<file path="config.mk">
export PLATFORM = sky130hd
export DESIGN_NAME = pid_heading_turn_controller_unit
export DESIGN_NICKNAME = d
export VERILOG_FILES = /design/src/rtl/phtc_pkg.sv /design/src/rtl/pid_heading_turn_controller_unit.sv /design/src/rtl/phtc_cfg.sv /design/src/rtl/phtc_track.sv /design/src/rtl/phtc_mult.sv /design/src/rtl/phtc_drive.sv
export SDC_FILE = /design/constraint.sdc
export NUM_CORES = 2
export LEC_CHECK = 0
export BUFFER_PORTS_ARGS = -buffer_cell sky130_fd_sc_hd__clkbuf_2
export CAP_MARGIN = 20
export CORE_ASPECT_RATIO = 0.9
export CORE_MARGIN = 2
export CORE_UTILIZATION = 60
export DETAILED_ROUTE_END_ITERATION = 10
export PLACE_DENSITY = 0.85
export SYNTH_ARGS = -nofsm -noshare
export SYNTH_HDL_FRONTEND = slang
export SYNTH_SLANG_ARGS = --single-unit
export TNS_END_PERCENT = 20
</file>
<file path="constraint.sdc">
create_clock -name clk -period 16.25 [get_ports clk]
set_input_delay 1.625 -clock clk [delete_from_list [all_inputs] [get_ports clk]]
set_output_delay 1.625 -clock clk [all_outputs]
set_load 0.1 [all_outputs]
</file>
<file path="src/rtl/phtc_pkg.sv">
package phtc_pkg;

  localparam int HEAD_W = 21;
  localparam int ERR_W = 22;
  localparam int DIFF_W = 23;
  localparam int INT_W = 32;
  localparam int SUM_W = 49;
  localparam int DRIVE_W = 14;

  localparam int MIN_TICKS_DEF = 10;
  localparam int SETTLE_TICKS_DEF = 10;

  localparam logic [0:0] ACT_START = 1'b0;
  localparam logic [0:0] ACT_TICK = 1'b1;

  localparam logic [0:0] REG_TARGET = 1'b0;
  localparam logic [0:0] REG_GAIN = 1'b1;

  // q24 gains
  localparam logic signed [25:0] KP0 = 26'sd20132659;
  localparam logic signed [10:0] KI0 = 11'sd839;
  localparam logic signed [24:0] KD0 = 25'sd15099494;
  localparam logic signed [25:0] KP1 = 26'sd16777216;
  localparam logic signed [10:0] KI1 = 11'sd336;
  localparam logic signed [24:0] KD1 = 25'sd15099494;

  localparam logic [ERR_W-1:0] TOL_STOP = 22'd10;
  localparam logic [ERR_W-1:0] TOL_ICLR_LO = 22'd50;
  localparam logic [ERR_W-1:0] TOL_ICLR_HI = 22'd10000;

  localparam logic [27:0] SAT_LIMIT = 28'd60005;
  localparam logic [16:0] RECIP5 = 17'd52429;
  localparam logic [DRIVE_W-1:0] DRIVE_MAX = 14'd12000;

  typedef struct packed {
    logic signed [HEAD_W-1:0] target;
    logic gain;
  } cfg_t;

  typedef struct packed {
    logic stop;
    logic gain;
    logic signed [ERR_W-1:0] err;
    logic signed [INT_W-1:0] integ;
    logic signed [DIFF_W-1:0] diff;
  } track_t;

  typedef struct packed {
    logic stop;
    logic signed [47:0] p_err;
    logic signed [42:0] p_int;
    logic signed [47:0] p_diff;
  } prod_t;

endpackage

</file>
<file path="src/rtl/pid_heading_turn_controller_unit.sv">
// heading pid turn controller
// input channel (in_valid/in_ready) carries action and measured_heading; an
// action of start clears the turn state, a tick runs one control step
// against target_heading. each transaction gives exactly one result on the
// output channel (out_valid/out_ready): drive_mv, turn_left and stop.
// configuration goes through the apb port: target_heading at 0x0, gain_set
// at 0x4; write only while no transaction is in flight.
// throughput: one transaction per cycle while the receiver keeps out_ready
// high, set by the turn state update in the tracking stage; the rest is a
// six-register pipeline (input, state, products, sum, scale, output).
// reset clears the turn state, sets target_heading and gain_set to zero and
// empties the pipeline.
// when the receiver stalls, results hold in the output register and the
// stages behind it keep filling empty slots; in_ready drops only once all
// six stages hold a transaction.
module pid_heading_turn_controller_unit
  import phtc_pkg::*;
#(
  parameter int MIN_TICKS = MIN_TICKS_DEF,
  parameter int SETTLE_TICKS = SETTLE_TICKS_DEF
) (
  input  logic                     clk,
  input  logic                     rst,
  input  logic                     in_valid,
  output logic                     in_ready,
  input  logic                     action,
  input  logic signed [HEAD_W-1:0] measured_heading,
  output logic                     out_valid,
  input  logic                     out_ready,
  output logic [DRIVE_W-1:0]       drive_mv,
  output logic                     turn_left,
  output logic                     stop,
  input  logic                     psel,
  input  logic                     penable,
  input  logic                     pwrite,
  input  logic [2:0]               paddr,
  input  logic [31:0]              pwdata,
  output logic [31:0]              prdata,
  output logic                     pready
);

  cfg_t   cfg;
  track_t trk;
  prod_t  prod;

  logic                     act_q;
  logic signed [HEAD_W-1:0] head_q;
  logic [5:0]               vld;
  logic [5:0]               rdy;

  assign pready = 1'b1;

  always_comb begin
    rdy[5] = !vld[5] || out_ready;
    for (int k = 4; k >= 0; k--) begin
      rdy[k] = !vld[k] || rdy[k+1];
    end
  end

  assign in_ready = rdy[0];
  assign out_valid = vld[5];

  always_ff @(posedge clk) begin
    if (rst) begin
      vld <= '0;
    end else begin
      if (rdy[0]) begin
        vld[0] <= in_valid;
      end
      for (int k = 1; k < 6; k++) begin
        if (rdy[k]) begin
          vld[k] <= vld[k-1];
        end
      end
    end
  end

  always_ff @(posedge clk) begin
    if (in_valid && rdy[0]) begin
      act_q <= action;
      head_q <= measured_heading;
    end
  end

  phtc_cfg u_cfg (
    .clk     (clk),
    .rst     (rst),
    .psel    (psel),
    .penable (penable),
    .pwrite  (pwrite),
    .paddr   (paddr),
    .pwdata  (pwdata),
    .prdata  (prdata),
    .cfg     (cfg)
  );

  phtc_track #(
    .MIN_TICKS    (MIN_TICKS),
    .SETTLE_TICKS (SETTLE_TICKS)
  ) u_track (
    .clk     (clk),
    .rst     (rst),
    .load    (vld[0] && rdy[1]),
    .action  (act_q),
    .heading (head_q),
    .cfg     (cfg),
    .res     (trk)
  );

  phtc_mult u_mult (
    .clk  (clk),
    .load (vld[1] && rdy[2]),
    .trk  (trk),
    .prod (prod)
  );

  phtc_drive u_drive (
    .clk       (clk),
    .load      ({vld[4] && rdy[5], vld[3] && rdy[4], vld[2] && rdy[3]}),
    .prod      (prod),
    .drive_mv  (drive_mv),
    .turn_left (turn_left),
    .stop      (stop)
  );

endmodule

</file>
<file path="src/rtl/phtc_cfg.sv">
module phtc_cfg
  import phtc_pkg::*;
(
  input  logic        clk,
  input  logic        rst,
  input  logic        psel,
  input  logic        penable,
  input  logic        pwrite,
  input  logic [2:0]  paddr,
  input  logic [31:0] pwdata,
  output logic [31:0] prdata,
  output cfg_t        cfg
);

  logic wr;

  assign wr = psel && penable && pwrite;

  always_ff @(posedge clk) begin
    if (rst) begin
      cfg.target <= '0;
      cfg.gain <= 1'b0;
    end else if (wr) begin
      case (paddr[2])
        REG_TARGET: cfg.target <= pwdata[HEAD_W-1:0];
        REG_GAIN: cfg.gain <= pwdata[0];
        default: ;
      endcase
    end
  end

  always_comb begin
    case (paddr[2])
      REG_TARGET: prdata = 32'(cfg.target);
      REG_GAIN: prdata = {31'd0, cfg.gain};
      default: prdata = '0;
    endcase
  end

endmodule

</file>
<file path="src/rtl/phtc_track.sv">
module phtc_track
  import phtc_pkg::*;
#(
  parameter int MIN_TICKS = MIN_TICKS_DEF,
  parameter int SETTLE_TICKS = SETTLE_TICKS_DEF
) (
  input  logic                     clk,
  input  logic                     rst,
  input  logic                     load,
  input  logic                     action,
  input  logic signed [HEAD_W-1:0] heading,
  input  cfg_t                     cfg,
  output track_t                   res
);

  localparam int TW = $clog2(MIN_TICKS + 2);
  localparam int SW = $clog2(SETTLE_TICKS + 1);

  logic signed [INT_W-1:0]  integ;
  logic signed [ERR_W-1:0]  last_err;
  logic [TW-1:0]            tick_cnt;
  logic [SW-1:0]            settle_cnt;
  logic                     finished;

  logic signed [ERR_W-1:0]  err;
  logic [ERR_W-1:0]         abs_err;
  logic signed [33:0]       integ_sum;
  logic signed [INT_W-1:0]  integ_next;
  logic signed [DIFF_W-1:0] diff;
  logic [TW-1:0]            tick_next;
  logic [SW-1:0]            settle_next;
  logic                     settled;

  always_comb begin
    err = ERR_W'(cfg.target) - ERR_W'(heading);
    abs_err = err[ERR_W-1] ? ERR_W'(-err) : ERR_W'(err);
    tick_next = (tick_cnt < TW'(MIN_TICKS + 1)) ? tick_cnt + 1'b1 : tick_cnt;
    integ_sum = 34'(integ) + 34'(err) * 34'sd15;
    if (!integ_sum[33] && integ_sum[32:31] != 2'b00) begin
      integ_next = {1'b0, {(INT_W-1){1'b1}}};
    end else if (integ_sum[33] && integ_sum[32:31] != 2'b11) begin
      integ_next = {1'b1, {(INT_W-1){1'b0}}};
    end else begin
      integ_next = integ_sum[INT_W-1:0];
    end
    if (abs_err <= TOL_ICLR_LO || abs_err >= TOL_ICLR_HI) begin
      integ_next = '0;
    end
    diff = DIFF_W'(err) - DIFF_W'(last_err);
    if (diff == DIFF_W'(-1) || diff == '0 || diff == DIFF_W'(1)) begin
      settle_next = (settle_cnt < SW'(SETTLE_TICKS)) ? settle_cnt + 1'b1 : settle_cnt;
    end else begin
      settle_next = '0;
    end
    settled = (tick_next > TW'(MIN_TICKS)) && (settle_next >= SW'(SETTLE_TICKS));
  end

  always_ff @(posedge clk) begin
    if (rst) begin
      integ <= '0;
      last_err <= '0;
      tick_cnt <= '0;
      settle_cnt <= '0;
      finished <= 1'b0;
    end else if (load) begin
      if (action == ACT_START) begin
        integ <= '0;
        last_err <= '0;
        tick_cnt <= '0;
        settle_cnt <= '0;
        finished <= 1'b0;
      end else if (!finished) begin
        if (abs_err <= TOL_STOP) begin
          finished <= 1'b1;
        end else begin
          integ <= integ_next;
          last_err <= err;
          tick_cnt <= tick_next;
          settle_cnt <= settle_next;
          finished <= settled;
        end
      end
    end
  end

  // zeroed operands give zero drive and no turn direction
  always_ff @(posedge clk) begin
    if (load) begin
      res.gain <= cfg.gain;
      res.err <= '0;
      res.integ <= '0;
      res.diff <= '0;
      if (action == ACT_START) begin
        res.stop <= 1'b0;
      end else if (finished || abs_err <= TOL_STOP || settled) begin
        res.stop <= 1'b1;
      end else begin
        res.stop <= 1'b0;
        res.err <= err;
        res.integ <= integ_next;
        res.diff <= diff;
      end
    end
  end

endmodule

</file>
<file path="src/rtl/phtc_mult.sv">
module phtc_mult
  import phtc_pkg::*;
(
  input  logic   clk,
  input  logic   load,
  input  track_t trk,
  output prod_t  prod
);

  logic signed [25:0] kp;
  logic signed [10:0] ki;
  logic signed [24:0] kd;
  logic signed [47:0] p_err;
  logic signed [42:0] p_int;
  logic signed [47:0] p_diff;

  always_comb begin
    kp = trk.gain ? KP1 : KP0;
    ki = trk.gain ? KI1 : KI0;
    kd = trk.gain ? KD1 : KD0;
    p_err = trk.err * kp;
    p_int = trk.integ * ki;
    p_diff = trk.diff * kd;
  end

  always_ff @(posedge clk) begin
    if (load) begin
      prod.stop <= trk.stop;
      prod.p_err <= p_err;
      prod.p_int <= p_int;
      prod.p_diff <= p_diff;
    end
  end

endmodule

</file>
<file path="src/rtl/phtc_drive.sv">
module phtc_drive
  import phtc_pkg::*;
(
  input  logic               clk,
  input  logic [2:0]         load,
  input  prod_t              prod,
  output logic [DRIVE_W-1:0] drive_mv,
  output logic               turn_left,
  output logic               stop
);

  logic signed [SUM_W-1:0] sum;
  logic                    sum_stop;
  logic [SUM_W-1:0]        mag;
  logic [51:0]             scaled;
  logic [15:0]             quo24;
  logic                    sat;
  logic                    neg;
  logic                    q_stop;
  logic [32:0]             recip;

  always_ff @(posedge clk) begin
    if (load[0]) begin
      sum <= SUM_W'(prod.p_err) + SUM_W'(prod.p_int) + SUM_W'(prod.p_diff);
      sum_stop <= prod.stop;
    end
  end

  // round(|sum| * 6 / (5 * 2^24)), ties up
  always_comb begin
    mag = sum[SUM_W-1] ? SUM_W'(-sum) : SUM_W'(sum);
    scaled = {mag, 2'b00} + {1'b0, mag, 1'b0} + 52'd41943040;
  end

  always_ff @(posedge clk) begin
    if (load[1]) begin
      quo24 <= scaled[39:24];
      sat <= (scaled[51:24] >= SAT_LIMIT);
      neg <= sum[SUM_W-1];
      q_stop <= sum_stop;
    end
  end

  // divide by five through the reciprocal
  assign recip = quo24 * RECIP5;

  always_ff @(posedge clk) begin
    if (load[2]) begin
      drive_mv <= sat ? DRIVE_MAX : recip[31:18];
      turn_left <= neg;
      stop <= q_stop;
    end
  end

endmodule

</file>
==> summary.txt <==
Clock network
  • H-tree levels: 2
  • TritonCTS Buffers: 47
  • Setup bufs post-CTS: 0
  • CTS sink cnt: 416
  • Clk pin slew, worst setup/hold paths: 0.07 ns
  • Clk buf depth: 3
  • TritonCTS clock tree: built
  • Worst skew pair latency: 0.65 ns
  • # hold bufs at CTS: 0
  • Cts repair resizes: 0
  • Root Driver: clkbuf_16

Global routing
  • Vias in the first global route: 41,500
  • GRT Total Usage: 28.7%
  • GR peak layer: met2
  • GR Layer Usage met3: 4.18%
  • Pin count of the biggest net entering global routing: 79
  • Gr ovfl total: 0
  • Global-route wire length before repair: 215 mm
  • Initial antenna violation count: 3
  • Met1 usage: 36.9%
  • Met2 Track Usage GR: 48.1%

STA
  • Max Clock Freq: 111 MHz
  • Final period utilization: 55.6%
  • Worst slew pin tran: 0.980 ns
  • Final setup viols: 0
  • Clk_skew: 0.0573 ns
  • Minimum clock period: 9.04 ns
  • Final number of max-transition violations: 0
  • Fin. Hold Viols: 0
  • Relative slew slack: 33.0%
  • Setup TNS: 0 ns
  • RSZ-0062 raised after global routing: false

Worst setup path
  • Crit path max-delay cell type: edfxtp_1
  • Element type at the critical path start: flip-flop
  • Critical path arrival: 9.38 ns
  • WS Path Type: reg2reg
  • Crit path top cell by count: fa_1
  • CP Max Fanout: 25
  • Max incr delay on CP: 0.96 ns
  • WP data required: 16.59 ns
  • Crit. End Element: flip-flop

Die
  • DIE WIDTH: 324 um
  • Die Area: 94,700 um^2
  • Starting Density: 60.6%
  • Die height: 292 um
  • Rows: 105
  • I/O pin total: 115
  • Core Area: 91,300 um^2

Synth
  • Number of synthesized flops with an enable pin: 325
  • Most used DFF post-synth: edfxtp_1
  • Most common cell in the netlist: inv_1
  • Synth top area share: 23.4%
  • Syn Area/Cell: 10.0 um^2
  • Ys Warns: 0
  • Post-synth cell types: 91
  • Register area share after synthesis: 20.9%
  • Mapped cell area: 55,400 um^2
  • Cell count after synthesis: 5,523
  • Main area contributors after synthesis: fa_1, ha_1, edfxtp_1
  • Largest area contributor in the netlist: fa_1
  • #FFs+latches synth: 416
  • Ys async rst share: 0%
  • Top post-synthesis cells by count: inv_1, ha_1, fa_1

Layout
  • Area of the multi-input gates: 39,700 um^2
  • Nets: 7,262
  • FF/Latch Area: 11,600 um^2
  • Layout cells sized above 1: 5.04%
  • Layout area overhead: 6.51%
  • Fillers: 6,803

Place
  • Input/output buffers: 100
  • RD Place Congestion: 0.944
  • Detailed Place HPWL: 111 mm

Drt
  • Drt wl/cell: 19.4 um
  • Post-DRT Antenna Nets: 0
  • Initial DRC count: 2,736
  • Routed WL: 134 mm
  • Vias per Instance: 5.84
  • DRC: 0
  • DR pass1 iterations: 6
  • Via count: 40,300

Job
  • Max-cap violations: 0

Status
  • Status: finished clean

Worst hold path
  • Min-delay worst type: reg2reg
per-stage QoR:
step	hold slack (ns)	setup WS [ns]	instance area, um^2	util, %	instances
after floorplan	0.400	7.28	55500	-	5556
final	0.426	7.21	59000	64.6	6902
after global routing	0.442	6.86	59000	64.6	6901
after global placement	0.401	7.62	57400	62.8	6812
after detailed placement	0.411	7.33	57400	62.8	6812
after CTS	0.429	7.30	58900	64.6	6899
state kept, by name, indices dropped and copies added, names as in the netlist, 4 cells and up:
signal,count
vld,6
head_q,21
u_drive.sum,49
u_cfg.cfg,22
u_track.integ,32
u_drive.drive_mv,14
u_track.res,79
u_mult.prod,139
u_drive.quo24,16
u_track.tick_cnt,4
u_track.last_err,22
u_track.settle_cnt,4
metal layers:
layer | wire [um] | share of wire [%]
met5 | 0 | 0
met2 | 63700 | 48
met4 | 6970 | 5.2
met1 | 54900 | 41
met3 | 8350 | 6.2
logic make-up after synthesis:
group	after synthesis	synth area share (%)
XOR/XNOR	314	4.99
AO/OA/AOI/OAI	963	11.7
AND/OR/NAND/NOR	1113	10.1
buffers and inverters	1127	7.78
adder cells (fa/ha/maj)	1565	44.1
flip-flops	416	20.9
other	2	0.0136
multiplexers	23	0.438
critical path: cells and delay by family, from the launching register on:
kind	cells	cell delay, ns
adder cells (fa/ha/maj)	8	3.65
AND/OR/NAND/NOR	4	0.68
buffers and inverters	5	0.40
flip-flops	1	0.96
XOR/XNOR	1	0.09
AO/OA/AOI/OAI	8	2.93
layout make-up:
class / count / share of cell area (%)
Tap cell: 1230 / 2.61
Antenna cell: 1 / 0.00424
Timing Repair Buffer: 137 / 1.35
Inverter: 1018 / 6.48
Multi-Input combinational cell: 4013 / 67.3
Clock inverter: 33 / 0.615
Sequential cell: 416 / 19.6
Clock buffer: 54 / 2.04
cell usage in the layout (no fill, tap or decap), drive strengths merged, types with 21 or more instances in the layout:
| cell | netlist | routed |
|---|---|---|
| a21o | 144 | 144 |
| edfxtp | 325 | 325 |
| nor2b | 72 | 72 |
| inv | 1017 | 1020 |
| nor3 | 79 | 79 |
| a31oi | 30 | 30 |
| ha | 918 | 918 |
| nand2 | 257 | 257 |
| o31ai | 34 | 34 |
| dfxtp | 91 | 91 |
| a21oi | 263 | 263 |
| clkinv | 1 | 21 |
| and3 | 37 | 37 |
| conb | 2 | 35 |
| nor2 | 272 | 272 |
| o2bb2ai | 33 | 33 |
| a211oi | 37 | 37 |
| o21a | 52 | 52 |
| nand3 | 80 | 80 |
| and2 | 30 | 30 |
| clkbuf | 72 | 154 |
| nand4 | 40 | 40 |
| nand2b | 66 | 66 |
| nor4 | 71 | 71 |
| xnor2 | 235 | 235 |
| o21bai | 32 | 32 |
| fa | 647 | 647 |
| buf | 37 | 37 |
| xor2 | 78 | 78 |
| or3 | 21 | 21 |
| o21ai | 149 | 149 |
| or2 | 28 | 28 |
worst paths after layout:
check,from,endpoint,slack (ns),depth (start not counted)
worst max-delay path,u_track.res[77],u_mult.prod[138],7.21,26
worst min-delay path,u_drive.neg,u_drive.turn_left,0.43,0
worst max register to register,u_track.res[77],u_mult.prod[138],7.21,26
worst min register to register,u_drive.neg,u_drive.turn_left,0.43,0
Power is not shown: default switching activity piles up to over one toggle a cycle in this logic, so the estimate is an artifact.
